$ cat config.mk
export PLATFORM = sky130hd
export DESIGN_NAME = seeded_permutation_unrank_unit
export DESIGN_NICKNAME = d
export VERILOG_FILES = /design/src/design/spu_pkg.sv /design/src/design/seeded_permutation_unrank_unit.sv /design/src/design/spu_sequencer.sv /design/src/design/spu_datapath.sv
export SDC_FILE = /design/constraint.sdc
export NUM_CORES = 1
export LEC_CHECK = 0
export BUFFER_PORTS_ARGS = -buffer_cell sky130_fd_sc_hd__buf_2
export CAP_MARGIN = 20
export CORE_MARGIN = 2
export CORE_UTILIZATION = 45
export CTS_CLUSTER_DIAMETER = 80
export DETAILED_ROUTE_END_ITERATION = 10
export PLACE_DENSITY = 0.62
export SLEW_MARGIN = 25
export SYNTH_ARGS = -nofsm -noshare
export SYNTH_HDL_FRONTEND = slang
export SYNTH_HIERARCHICAL = 1
export SYNTH_SLANG_ARGS = --single-unit
$ cat constraint.sdc
create_clock -name clock -period 8.9 [get_ports clock]
set_input_delay 0 -clock clock [delete_from_list [all_inputs] [get_ports clock]]
set_output_delay 0 -clock clock [all_outputs]
set_load 0.01 [all_outputs]
$ cat src/design/spu_pkg.sv
// Shared types, microcode program and constant tables for the permutation unranking unit.
`timescale 1ns / 1ps

package spu_pkg;

   // Widths fixed by the item fields
   localparam int SEED_W  = 64;
   localparam int FIELD_W = 5;
   localparam int STEP_W  = 3;

   localparam logic [FIELD_W-1:0] NUM_ITEMS_RESET = 5'd8;
   localparam logic [SEED_W-1:0]  SCRAMBLE_KEY    = 64'h0000_0000_9e35_c9b9;

   // Datapath operation selected by a control word
   typedef enum logic [2:0] {
      OP_NOP,
      OP_LOAD,
      OP_REDUCE,
      OP_SELECT,
      OP_COUNT,
      OP_EMIT
   } op_type;

   // Jump condition of a control word
   typedef enum logic [2:0] {
      COND_NEVER,
      COND_ALWAYS,
      COND_IDLE,
      COND_BITS_LEFT,
      COND_RANK_GE,
      COND_LAST_POS
   } cond_type;

   typedef logic [STEP_W-1:0] step_type;

   typedef struct packed {
      op_type   op;
      cond_type cond;
      step_type target;
   } uword_type;

   // Status flags from the datapath that steer jumps
   typedef struct packed {
      logic bits_left;
      logic rank_ge;
      logic last_pos;
   } status_type;

   // Program step addresses
   localparam step_type STEP_IDLE   = 3'd0;
   localparam step_type STEP_REDUCE = 3'd1;
   localparam step_type STEP_SELECT = 3'd2;
   localparam step_type STEP_COUNT  = 3'd3;
   localparam step_type STEP_EMIT   = 3'd4;
   localparam step_type STEP_NEXT   = 3'd5;

   // Control store: a true condition jumps to target, otherwise fall through
   function automatic uword_type ucode(input step_type step);
      uword_type w;
      case (step)
         STEP_IDLE:   w = '{op: OP_LOAD,   cond: COND_IDLE,      target: STEP_IDLE};
         STEP_REDUCE: w = '{op: OP_REDUCE, cond: COND_BITS_LEFT, target: STEP_REDUCE};
         STEP_SELECT: w = '{op: OP_SELECT, cond: COND_NEVER,     target: STEP_IDLE};
         STEP_COUNT:  w = '{op: OP_COUNT,  cond: COND_RANK_GE,   target: STEP_COUNT};
         STEP_EMIT:   w = '{op: OP_EMIT,   cond: COND_LAST_POS,  target: STEP_IDLE};
         STEP_NEXT:   w = '{op: OP_NOP,    cond: COND_ALWAYS,    target: STEP_SELECT};
         default:     w = '{op: OP_NOP,    cond: COND_ALWAYS,    target: STEP_IDLE};
      endcase
      return w;
   endfunction

   // k! for k = 0..20
   function automatic logic [SEED_W-1:0] factorial(input logic [FIELD_W-1:0] k);
      logic [SEED_W-1:0] f;
      case (k)
         5'd0:    f = 64'd1;
         5'd1:    f = 64'd1;
         5'd2:    f = 64'd2;
         5'd3:    f = 64'd6;
         5'd4:    f = 64'd24;
         5'd5:    f = 64'd120;
         5'd6:    f = 64'd720;
         5'd7:    f = 64'd5040;
         5'd8:    f = 64'd40320;
         5'd9:    f = 64'd362880;
         5'd10:   f = 64'd3628800;
         5'd11:   f = 64'd39916800;
         5'd12:   f = 64'd479001600;
         5'd13:   f = 64'd6227020800;
         5'd14:   f = 64'd87178291200;
         5'd15:   f = 64'd1307674368000;
         5'd16:   f = 64'd20922789888000;
         5'd17:   f = 64'd355687428096000;
         5'd18:   f = 64'd6402373705728000;
         5'd19:   f = 64'd121645100408832000;
         5'd20:   f = 64'd2432902008176640000;
         default: f = 64'd1;
      endcase
      return f;
   endfunction

   // Seed scrambler: key xor, then three xor-shift-left steps
   function automatic logic [SEED_W-1:0] scramble(input logic [SEED_W-1:0] seed);
      logic [SEED_W-1:0] x;
      x = seed ^ SCRAMBLE_KEY;
      x = x ^ (x << 6);
      x = x ^ (x << 7);
      x = x ^ (x << 15);
      return x;
   endfunction

endpackage

$ cat src/design/seeded_permutation_unrank_unit.sv
// Top level of the seeded permutation unranking unit.
//
// Usage: write the element count n (1..MAX_ITEMS; 0 reads as 1, larger as
// MAX_ITEMS) through csr_wr_en / csr_wr_data while the unit is idle. Raise
// start with a 64-bit seed on req_seed; the item is taken at an edge where
// start is high and busy is low. The seed is scrambled, reduced modulo n!
// and the permutation of 1..n of that rank is returned as n results, one
// element each, in position order; rsp_last marks the final one.
// Each result is shown for one cycle with rsp_valid high and cannot be held
// off by the receiver.
// Sequence: the modulo reduction takes one remainder bit per step of the
// microcode sequencer. Each position then runs a select step, repeated
// factorial subtraction that counts its factoradic digit d, an emit step,
// and a loop-back step for every position but the last. The next item can
// be taken in the cycle the last result shows.
// Reset returns the sequencer to idle, drops any item at work and sets n to 8.
`timescale 1ns / 1ps

module seeded_permutation_unrank_unit #(
   parameter int MAX_ITEMS = 20
) (
   input  logic                        clock,
   input  logic                        reset,
   input  logic                        start,
   output logic                        busy,
   input  logic [spu_pkg::SEED_W-1:0]  req_seed,
   output logic                        rsp_valid,
   output logic [spu_pkg::FIELD_W-1:0] rsp_position,
   output logic [spu_pkg::FIELD_W-1:0] rsp_value,
   output logic                        rsp_last,
   input  logic                        csr_wr_en,
   input  logic [spu_pkg::FIELD_W-1:0] csr_wr_data
);

   logic [spu_pkg::FIELD_W-1:0] num_items_ff;
   spu_pkg::op_type             op;
   spu_pkg::status_type         status;

   // Hold the element count register
   always_ff @(posedge clock) begin
      if (reset) begin
         num_items_ff <= spu_pkg::NUM_ITEMS_RESET;
      end else if (csr_wr_en) begin
         num_items_ff <= csr_wr_data;
      end
   end

   spu_sequencer u_seq (
      .clock  (clock),
      .reset  (reset),
      .start  (start),
      .status (status),
      .op     (op),
      .busy   (busy)
   );

   spu_datapath #(
      .MAX_ITEMS (MAX_ITEMS)
   ) u_dp (
      .clock        (clock),
      .reset        (reset),
      .op           (op),
      .num_items    (num_items_ff),
      .seed         (req_seed),
      .status       (status),
      .rsp_valid    (rsp_valid),
      .rsp_position (rsp_position),
      .rsp_value    (rsp_value),
      .rsp_last     (rsp_last)
   );

endmodule

$ cat src/design/spu_sequencer.sv
// Microcode sequencer: step counter, control store and conditional jumps.
`timescale 1ns / 1ps

module spu_sequencer (
   input  logic                clock,
   input  logic                reset,
   input  logic                start,
   input  spu_pkg::status_type status,
   output spu_pkg::op_type     op,
   output logic                busy
);

   spu_pkg::step_type  step_ff;
   spu_pkg::step_type  step_in;
   spu_pkg::uword_type uword;
   logic               take;

   // Fetch the control word of the current step
   always_comb begin
      uword = spu_pkg::ucode(step_ff);
   end

   // Evaluate the jump condition
   always_comb begin
      case (uword.cond)
         spu_pkg::COND_NEVER:     take = 1'b0;
         spu_pkg::COND_ALWAYS:    take = 1'b1;
         spu_pkg::COND_IDLE:      take = !start;
         spu_pkg::COND_BITS_LEFT: take = status.bits_left;
         spu_pkg::COND_RANK_GE:   take = status.rank_ge;
         spu_pkg::COND_LAST_POS:  take = status.last_pos;
         default:                 take = 1'b1;
      endcase
      step_in = take ? uword.target : step_ff + 3'd1;
   end

   // Drop the load operation unless an item is taken
   always_comb begin
      if (uword.op == spu_pkg::OP_LOAD && !start) begin
         op = spu_pkg::OP_NOP;
      end else begin
         op = uword.op;
      end
   end

   assign busy = (step_ff != spu_pkg::STEP_IDLE);

   // Advance the step counter
   always_ff @(posedge clock) begin
      if (reset) begin
         step_ff <= spu_pkg::STEP_IDLE;
      end else begin
         step_ff <= step_in;
      end
   end

endmodule

$ cat src/design/spu_datapath.sv
// Datapath: rank reduction, factoradic digit counting, free-value scan and result register.
`timescale 1ns / 1ps

module spu_datapath #(
   parameter int MAX_ITEMS = 20
) (
   input  logic                        clock,
   input  logic                        reset,
   input  spu_pkg::op_type             op,
   input  logic [spu_pkg::FIELD_W-1:0] num_items,
   input  logic [spu_pkg::SEED_W-1:0]  seed,
   output spu_pkg::status_type         status,
   output logic                        rsp_valid,
   output logic [spu_pkg::FIELD_W-1:0] rsp_position,
   output logic [spu_pkg::FIELD_W-1:0] rsp_value,
   output logic                        rsp_last
);

   localparam int IDX_W = (MAX_ITEMS > 1) ? $clog2(MAX_ITEMS) : 1;

   logic [spu_pkg::SEED_W-1:0]  rank_ff, rank_in;
   logic [spu_pkg::SEED_W-1:0]  dividend_ff, dividend_in;
   logic [spu_pkg::SEED_W-1:0]  factor_ff, factor_in;
   logic [5:0]                  bits_ff, bits_in;
   logic [spu_pkg::FIELD_W-1:0] count_ff, count_in;
   logic [spu_pkg::FIELD_W-1:0] pos_ff, pos_in;
   logic [MAX_ITEMS-1:0]        mask_ff, mask_in;
   logic [IDX_W-1:0]            cand_ff, cand_in;
   logic                        valid_ff, valid_in;
   logic [spu_pkg::FIELD_W-1:0] position_ff, position_in;
   logic [spu_pkg::FIELD_W-1:0] value_ff, value_in;
   logic                        last_ff, last_in;

   logic [spu_pkg::FIELD_W-1:0] n_eff;
   logic [spu_pkg::SEED_W-1:0]  shifted;
   logic                        rank_ge;
   logic                        last_pos;
   logic [IDX_W-1:0]            first_free;
   logic [IDX_W-1:0]            next_free;

   // Clamp the element count into 1..MAX_ITEMS
   always_comb begin
      if (num_items == '0) begin
         n_eff = 5'd1;
      end else if (num_items > 5'(MAX_ITEMS)) begin
         n_eff = 5'(MAX_ITEMS);
      end else begin
         n_eff = num_items;
      end
   end

   // Lowest free value, and lowest free value above the candidate
   always_comb begin
      first_free = '0;
      next_free  = cand_ff;
      for (int j = MAX_ITEMS - 1; j >= 0; j--) begin
         if (!mask_ff[j]) begin
            first_free = IDX_W'(j);
            if (IDX_W'(j) > cand_ff) begin
               next_free = IDX_W'(j);
            end
         end
      end
   end

   // Shift one dividend bit into the partial remainder (it stays below 2^62)
   assign shifted  = {rank_ff[spu_pkg::SEED_W-2:0], dividend_ff[spu_pkg::SEED_W-1]};
   assign rank_ge  = (rank_ff >= factor_ff);
   assign last_pos = (pos_ff == count_ff - 5'd1);

   assign status = '{bits_left: (bits_ff != '0), rank_ge: rank_ge, last_pos: last_pos};

   // Next-state logic for the operation of this step
   always_comb begin
      rank_in     = rank_ff;
      dividend_in = dividend_ff;
      factor_in   = factor_ff;
      bits_in     = bits_ff;
      count_in    = count_ff;
      pos_in      = pos_ff;
      mask_in     = mask_ff;
      cand_in     = cand_ff;
      valid_in    = 1'b0;
      position_in = position_ff;
      value_in    = value_ff;
      last_in     = last_ff;
      case (op)
         spu_pkg::OP_LOAD: begin
            rank_in     = '0;
            dividend_in = spu_pkg::scramble(seed);
            factor_in   = spu_pkg::factorial(n_eff);
            bits_in     = 6'd63;
            count_in    = n_eff;
            pos_in      = '0;
            mask_in     = '0;
         end
         spu_pkg::OP_REDUCE: begin
            // restoring remainder, one bit a step
            if (shifted >= factor_ff) begin
               rank_in = shifted - factor_ff;
            end else begin
               rank_in = shifted;
            end
            dividend_in = dividend_ff << 1;
            bits_in     = bits_ff - 6'd1;
         end
         spu_pkg::OP_SELECT: begin
            factor_in = spu_pkg::factorial(count_ff - 5'd1 - pos_ff);
            cand_in   = first_free;
         end
         spu_pkg::OP_COUNT: begin
            // each subtraction moves the candidate to the next free value
            if (rank_ge) begin
               rank_in = rank_ff - factor_ff;
               cand_in = next_free;
            end
         end
         spu_pkg::OP_EMIT: begin
            mask_in[cand_ff] = 1'b1;
            valid_in         = 1'b1;
            position_in      = pos_ff;
            value_in         = 5'(cand_ff) + 5'd1;
            last_in          = last_pos;
            pos_in           = pos_ff + 5'd1;
         end
         default: begin
         end
      endcase
   end

   // Hold datapath state and the result register
   always_ff @(posedge clock) begin
      if (reset) begin
         rank_ff  <= '0;
         bits_ff  <= '0;
         count_ff <= spu_pkg::NUM_ITEMS_RESET;
         pos_ff   <= '0;
         mask_ff  <= '0;
         valid_ff <= 1'b0;
      end else begin
         rank_ff  <= rank_in;
         bits_ff  <= bits_in;
         count_ff <= count_in;
         pos_ff   <= pos_in;
         mask_ff  <= mask_in;
         valid_ff <= valid_in;
      end
      dividend_ff <= dividend_in;
      factor_ff   <= factor_in;
      cand_ff     <= cand_in;
      position_ff <= position_in;
      value_ff    <= value_in;
      last_ff     <= last_in;
   end

   assign rsp_valid    = valid_ff;
   assign rsp_position = position_ff;
   assign rsp_value    = value_ff;
   assign rsp_last     = last_ff;

endmodule

## After elaboration in Yosys (flattened, before gate mapping)

Memories as Yosys holds them, arrays and structs flattened.
Index checks and enable logic that the tools add are counted.

| cells by class | value |
|---|---|
| bitwise logic cells | 5 |
| reductions and logical operators | 15 |
| add/subtract/negate cells | 8 |
| $lt $le $gt $ge | 25 |
| muxes and demuxes | 79 |
| eq/ne operators | 17 |

Operators with widths:

| kind | number |
|---|---|
| $mux W5 | 63 |
| $pmux W64 S2 | 2 |
| $pmux W64 S3 | 1 |
| $xor A64 B64 Y64 | 3 |
| $ge A64 B64 Y1 | 2 |
| $mux W64 | 2 |
| $sub A64 B64 Y64 | 2 |
| $pmux W9 S6 | 1 |
| $gt A4 B5 Y1 const A | 8 |
| $pmux W20 S2 | 1 |
| $gt A3 B5 Y1 const A | 4 |
| $gt A5 B5 Y1 const A | 4 |
| $or A20 B20 Y20 | 1 |
| $pmux W5 S2 | 2 |
| $eq A3 B2 Y1 const B | 6 |
| $eq A3 B3 Y1 const B | 6 |
| $not A18 Y18 | 1 |
| $pmux W6 S2 | 1 |
| $add A5 B1 Y5 const B | 2 |
| $gt A1 B5 Y1 const A | 2 |
| $gt A2 B5 Y1 const A | 2 |
| $eq A3 B1 Y1 const B | 3 |
| $reduce_bool A2 Y1 | 4 |
| $logic_not A3 Y1 | 2 |
| 19 further kinds | 24 |

| word-level totals | value |
|---|---|
| logic and storage cells | 165 |
| memory bits (read-only) | 3,648 |
| memories kept | 2 |
| register bits after elaboration | 253 |

Memory list:

| memory | depth | bits a word | rd ports | clocked after Yosys merged registers in | wr ports | line | source |
|---|---|---|---|---|---|---|---|
| (name not given) | 32 | 57 | 1 | 0 | 0 | spu_pkg.sv:75 | `case (k)` |
| (name not given) | 32 | 57 | 1 | 0 | 0 | spu_pkg.sv:75 |  |

## Logic depth before layout (Yosys ltp)

| depth | value |
|---|---|
| depth in word-level cells | 43 |
| gate-level depth with buffers | 17 |

## By module

The synthesis kept the hierarchy.

By module, submodules not included:

| module | times used | area an instance (um^2) | seq. area each (um^2) | cells an instance |
|---|---|---|---|---|
| spu_datapath | 1 | 20,444.6 | 5,865.6 | 2,559 |
| spu_sequencer | 1 | 382.9 | 60.1 | 47 |
| seeded_permutation_unrank_unit | 1 | 183.9 | 100.1 | 16 |

## Least setup slack after synthesis

Ideal clock, no wire load.

| timing path | value |
|---|---|
| path kind | reg2reg |
| start point | register u_seq.step_ff[0] |
| end point | register u_dp/rank_ff[38] (netlist name) |
| path buffers | 2 |
| period minus slack after synthesis | 6.225 ns |
| setup slack | 2.675 ns |
| arrival time | 6.093 ns |
| setup time | 0.132 ns |
| stages on the path, launching flop included | 15 |
| cell sequence | dfxtp_1 > inv_1 > ha_1 > buf_6 > nor2_1 > a21oi_1 > nor2b_1 > nor2b_1 > nor2_1 > inv_1 > a21oi_2 > buf_6 > a221o_1 > a21oi_1 > nor3_1 |

| between the ends | value |
|---|---|
| cells in the longest elaborated chain, start to end | 8 |

RTL lines:

| what | line | source |
|---|---|---|
| start: declaration | spu_sequencer.sv:13 | `spu_pkg::step_type step_ff;` |
| start signal: assignment | spu_sequencer.sv:51 | `step_ff <= spu_pkg::STEP_IDLE;` |
| start signal: assignment | spu_sequencer.sv:53 | `step_ff <= step_in;` |
| $eq A3 B3 Y1 (tied with other cells) | spu_pkg.sv:60 | `case (step)` |
| $pmux W9 S6 (*) | spu_pkg.sv:60 |  |
| $eq A3 B1 Y1 | spu_sequencer.sv:39 | `if (uword.op == spu_pkg::OP_LOAD && !start) begin` |
| $logic_and A1 B1 Y1 | spu_sequencer.sv:39 |  |
| $mux W3 (*) | spu_sequencer.sv:39 |  |
| net op[2] | seeded_permutation_unrank_unit.sv:36 | `spu_pkg::op_type op;` |
| $eq A3 B3 Y1 (tied with other cells) | spu_datapath.sv:87 | `case (op)` |
| $ne A2 B1 Y1 (no source line) / $reduce_bool A3 Y1 (equally long branches) | -- |  |
| $reduce_and A2 Y1 (no source line) | -- |  |
| end signal: assignment | spu_datapath.sv:141 | `rank_ff <= rank_in;` |
| end: declaration | spu_datapath.sv:21 | `logic [spu_pkg::SEED_W-1:0] rank_ff, rank_in;` |

Mark *: on every way through the listed nets, which the timed path passes. The rest lies on a longest branch.
A chain may end at the register's enable or synchronous reset.

## Worst setup path in the final report

| timing path | value |
|---|---|
| start point | register u_seq.step_ff[0] |
| end point | register u_dp/rank_ff[59] (netlist name) |

The elaborated chain is that of the path after synthesis.

==> impl_metrics.env <==
export IMPL_synth_seq_cells=237
export IMPL_ir_drop_uv=225
export IMPL_finClkSkew_ns=0.0141
export IMPL_setup_viol=0
export IMPL_cts_setup_buffers=0
export IMPL_synth_ff_type="edfxtp_1"
export IMPL_clk_path_buf_depth=3
export IMPL_rows=79
export IMPL_synthCells=2622
export IMPL_vias=20000
export IMPL_ctsRootBufferMaster="clkbuf_16"
export IMPL_status="completed"
export IMPL_routed_via_density=6.12
export IMPL_grt_pass1_vias=18600
export IMPL_cpMostUsedCell="buf_4"
export IMPL_crit_chain="inv_1, ha_1, nor2_1, a21oi_1, nor2b_4, buf_4, nor2b_1, nor2_1, inv_2, buf_4, a21oi_4, buf_4, or3_1, o21ai_1, nand3_1"
export IMPL_fin_nets=2860
export IMPL_drt_pass1_iter_count=6
export IMPL_grt_overflow=0
export IMPL_grt_pass1_wl_um=103000
export IMPL_clock_latency_ns=0.56
export IMPL_critPathMaxStageDelay_ns=0.76
export IMPL_synth_nets=2843
export IMPL_drc_errors=0
export IMPL_worstPathArrival_ns=5.72
export IMPL_initial_core_util_pct=45.3
export IMPL_die_h_um=220
export IMPL_critical_path_class="reg -> reg"
export IMPL_wl_per_cell_um=20.2
export IMPL_worst_path_buf_inv=5
export IMPL_cts_buffers=27
export IMPL_wirelength_um=66000
export IMPL_hold_buffers=21
export IMPL_die_area_mm2=0.0484
export IMPL_antenna_found_initial=0
export IMPL_synth_cell_type_count=100
export IMPL_ant_nets=0
export IMPL_worstPathRequired_ns=9.33
export IMPL_n_fill_cell=4415
export IMPL_port_buffers=85
export IMPL_crit_family="simple AND/OR/NAND/NOR gates"
export IMPL_fmax_mhz=189
export IMPL_async_reset_ff_share_pct=0
export IMPL_synth_edf_count=128
export IMPL_power_density_mw_per_mm2=426
export IMPL_stdcell_count=3266
export IMPL_p_leak_nw=8.94
export IMPL_startpoint_type="flip-flop"
export IMPL_yosysWarnings=6
export IMPL_n_antenna_cell=0
export IMPL_slew_viol_final=0
export IMPL_cts_resized=0
export IMPL_worst_path_max_delay_cell="nor2b_1"
export IMPL_grt_usage_pct=26.8
export IMPL_dp_hpwl_um=48600
export IMPL_area_growth_pct=8.68
export IMPL_grt_setup_unrepaired="no"
export IMPL_die_w_um=220
export IMPL_core_area_mm2=0.0464
export IMPL_drv_cap=0
export IMPL_cts_sinks=237
export IMPL_yosysSeqAreaShare_pct=28.7
export IMPL_relSlewSlack_pct=22.3
export IMPL_syn_cell_area_mm2=0.0210
export IMPL_hold_class="in -> reg"
export IMPL_dr_first_iter_drc_count=2050
export IMPL_htreeDepth=1
export IMPL_grt_max_degree=85
export IMPL_cts_tree="yes"
export IMPL_numPlacedInstances=3196
export IMPL_critPathMaxFanout=67
export IMPL_avgSynthCellArea_um2=8.01
export IMPL_period_share_pct=59.5
export IMPL_setup_worst_path_end_class="flip-flop"
export IMPL_clk_pin_slew_ns=0.06
export IMPL_pin_count=86
export IMPL_setup_tns_ns=0
export IMPL_drive_above_1_share_pct=7.67
export IMPL_hold_viol=0
export IMPL_routabilityCongestion=0.977
export IMPL_finalCriticalPeriod_ns=5.29
export IMPL_worst_slew_pin_slew_ns=1.16
kinds of logic after synthesis:
kind of cell,after synthesis,share of synthesized area [%]
simple gates,864,19.0
compound gates,784,23.9
xor+xnor,298,12.4
buf+inv,250,5.07
flops,237,28.7
fa+ha+maj,148,8.92
mux,41,2.02
metrics by stage:
step                util (%)  setup WS, ns  total power, mW  hold slack, ns  area [um^2]
finish                  49.3          3.61             9.73          0.0471        22800
global route            49.3          3.14             10.5          0.0582        22800
CTS                     49.2          3.60             9.61          0.0293        22800
detailed placement      46.9          3.64             8.43           0.217        21700
global placement        46.9          3.83             8.36           0.211        21700
floorplan                  -          2.68             6.87          0.0724        21000
cell type report:
class | instances | area [um^2] | share of cell area [%]
Clock buffer | 31 | 691 | 3.02
Inverter | 113 | 424 | 1.86
Tap cell | 607 | 759 | 3.33
Sequential cell | 237 | 6030 | 26.4
Timing Repair Buffer | 125 | 781 | 3.42
Multi-Input combinational cell | 2135 | 14000 | 61.2
Clock inverter | 18 | 183 | 0.800
flip-flops by register name, indices dropped and copies added (netlist names), 5 cells and up:
register / flops
num_items_ff: 5
u_dp/bits_ff: 6
u_dp/cand_ff: 5
u_dp/count_ff: 5
u_dp/dividend_ff: 64
u_dp/factor_ff: 48
u_dp/mask_ff: 20
u_dp/pos_ff: 5
u_dp/rank_ff: 64
u_dp/rsp_position: 5
u_dp/rsp_value: 5
final timing paths:
kind                                        end  cells past startpoint                    startpoint  slack, ns
setup / recovery  u_dp/rank_ff[59]$_SDFFE_PP0P_                     15   u_seq/step_ff[0]$_SDFF_PP0_       3.61
setup reg to reg  u_dp/rank_ff[59]$_SDFFE_PP0P_                     15   u_seq/step_ff[0]$_SDFF_PP0_       3.61
hold / removal    u_dp/dividend_ff[6]$_DFFE_PP_                      4                   req_seed[6]       0.05
hold reg to reg    u_dp/bits_ff[5]$_SDFFE_PP0P_                      1  u_dp/bits_ff[5]$_SDFFE_PP0P_       0.48
where the power goes:
group | leakage [nW] | internal, mW | total, mW | switching [mW]
Sequential | 2.15 | 1.72 | 1.98 | 0.257
Clock | 0.403 | 0.644 | 1.13 | 0.483
Combinational | 6.39 | 2.37 | 6.62 | 4.26
Total | 8.94 | 4.73 | 9.73 | 5.00
layer usage:
layer / vias to the layer above / GRT usage (%) / part of all wire [%]
li1: 9532 / - / -
met4: 0 / 8.99 / 3.3
met2: 910 / 41.6 / 43
met5: - / 0 / 0
met3: 118 / 3.24 / 7.4
met1: 9433 / 38.4 / 46
worst min-delay path, cell delays in order:
cell	delay [ns]
buf_2	0.11
xnor2_1	0.17
nand2_1	0.10
nand2_1	0.05
placed cells by master (no fill, tap or decap), types with 88 or more instances in the layout:
cell type    n
dfxtp_1    109
nor2_1     314
a21oi_1    234
edfxtp_1   128
nand2_1    225
xnor2_1    209
xor2_1      88
o21ai_0    181
ha_1       145
inv_1      109
cell usage after synthesis, drive strengths merged, types with 57 or more instances:
library cell	number	area [um^2]
ha	145	1810
xor2	89	780
o21ai	189	946
nor3	58	290
nor2	316	1190
nand2	229	865
inv	112	420
dfxtp	109	2180
clkbuf	89	335
nand3	57	290
a21oi	238	1210
xnor2	209	1830
edfxtp	128	3840
Power figures use the tool's default switching activity.
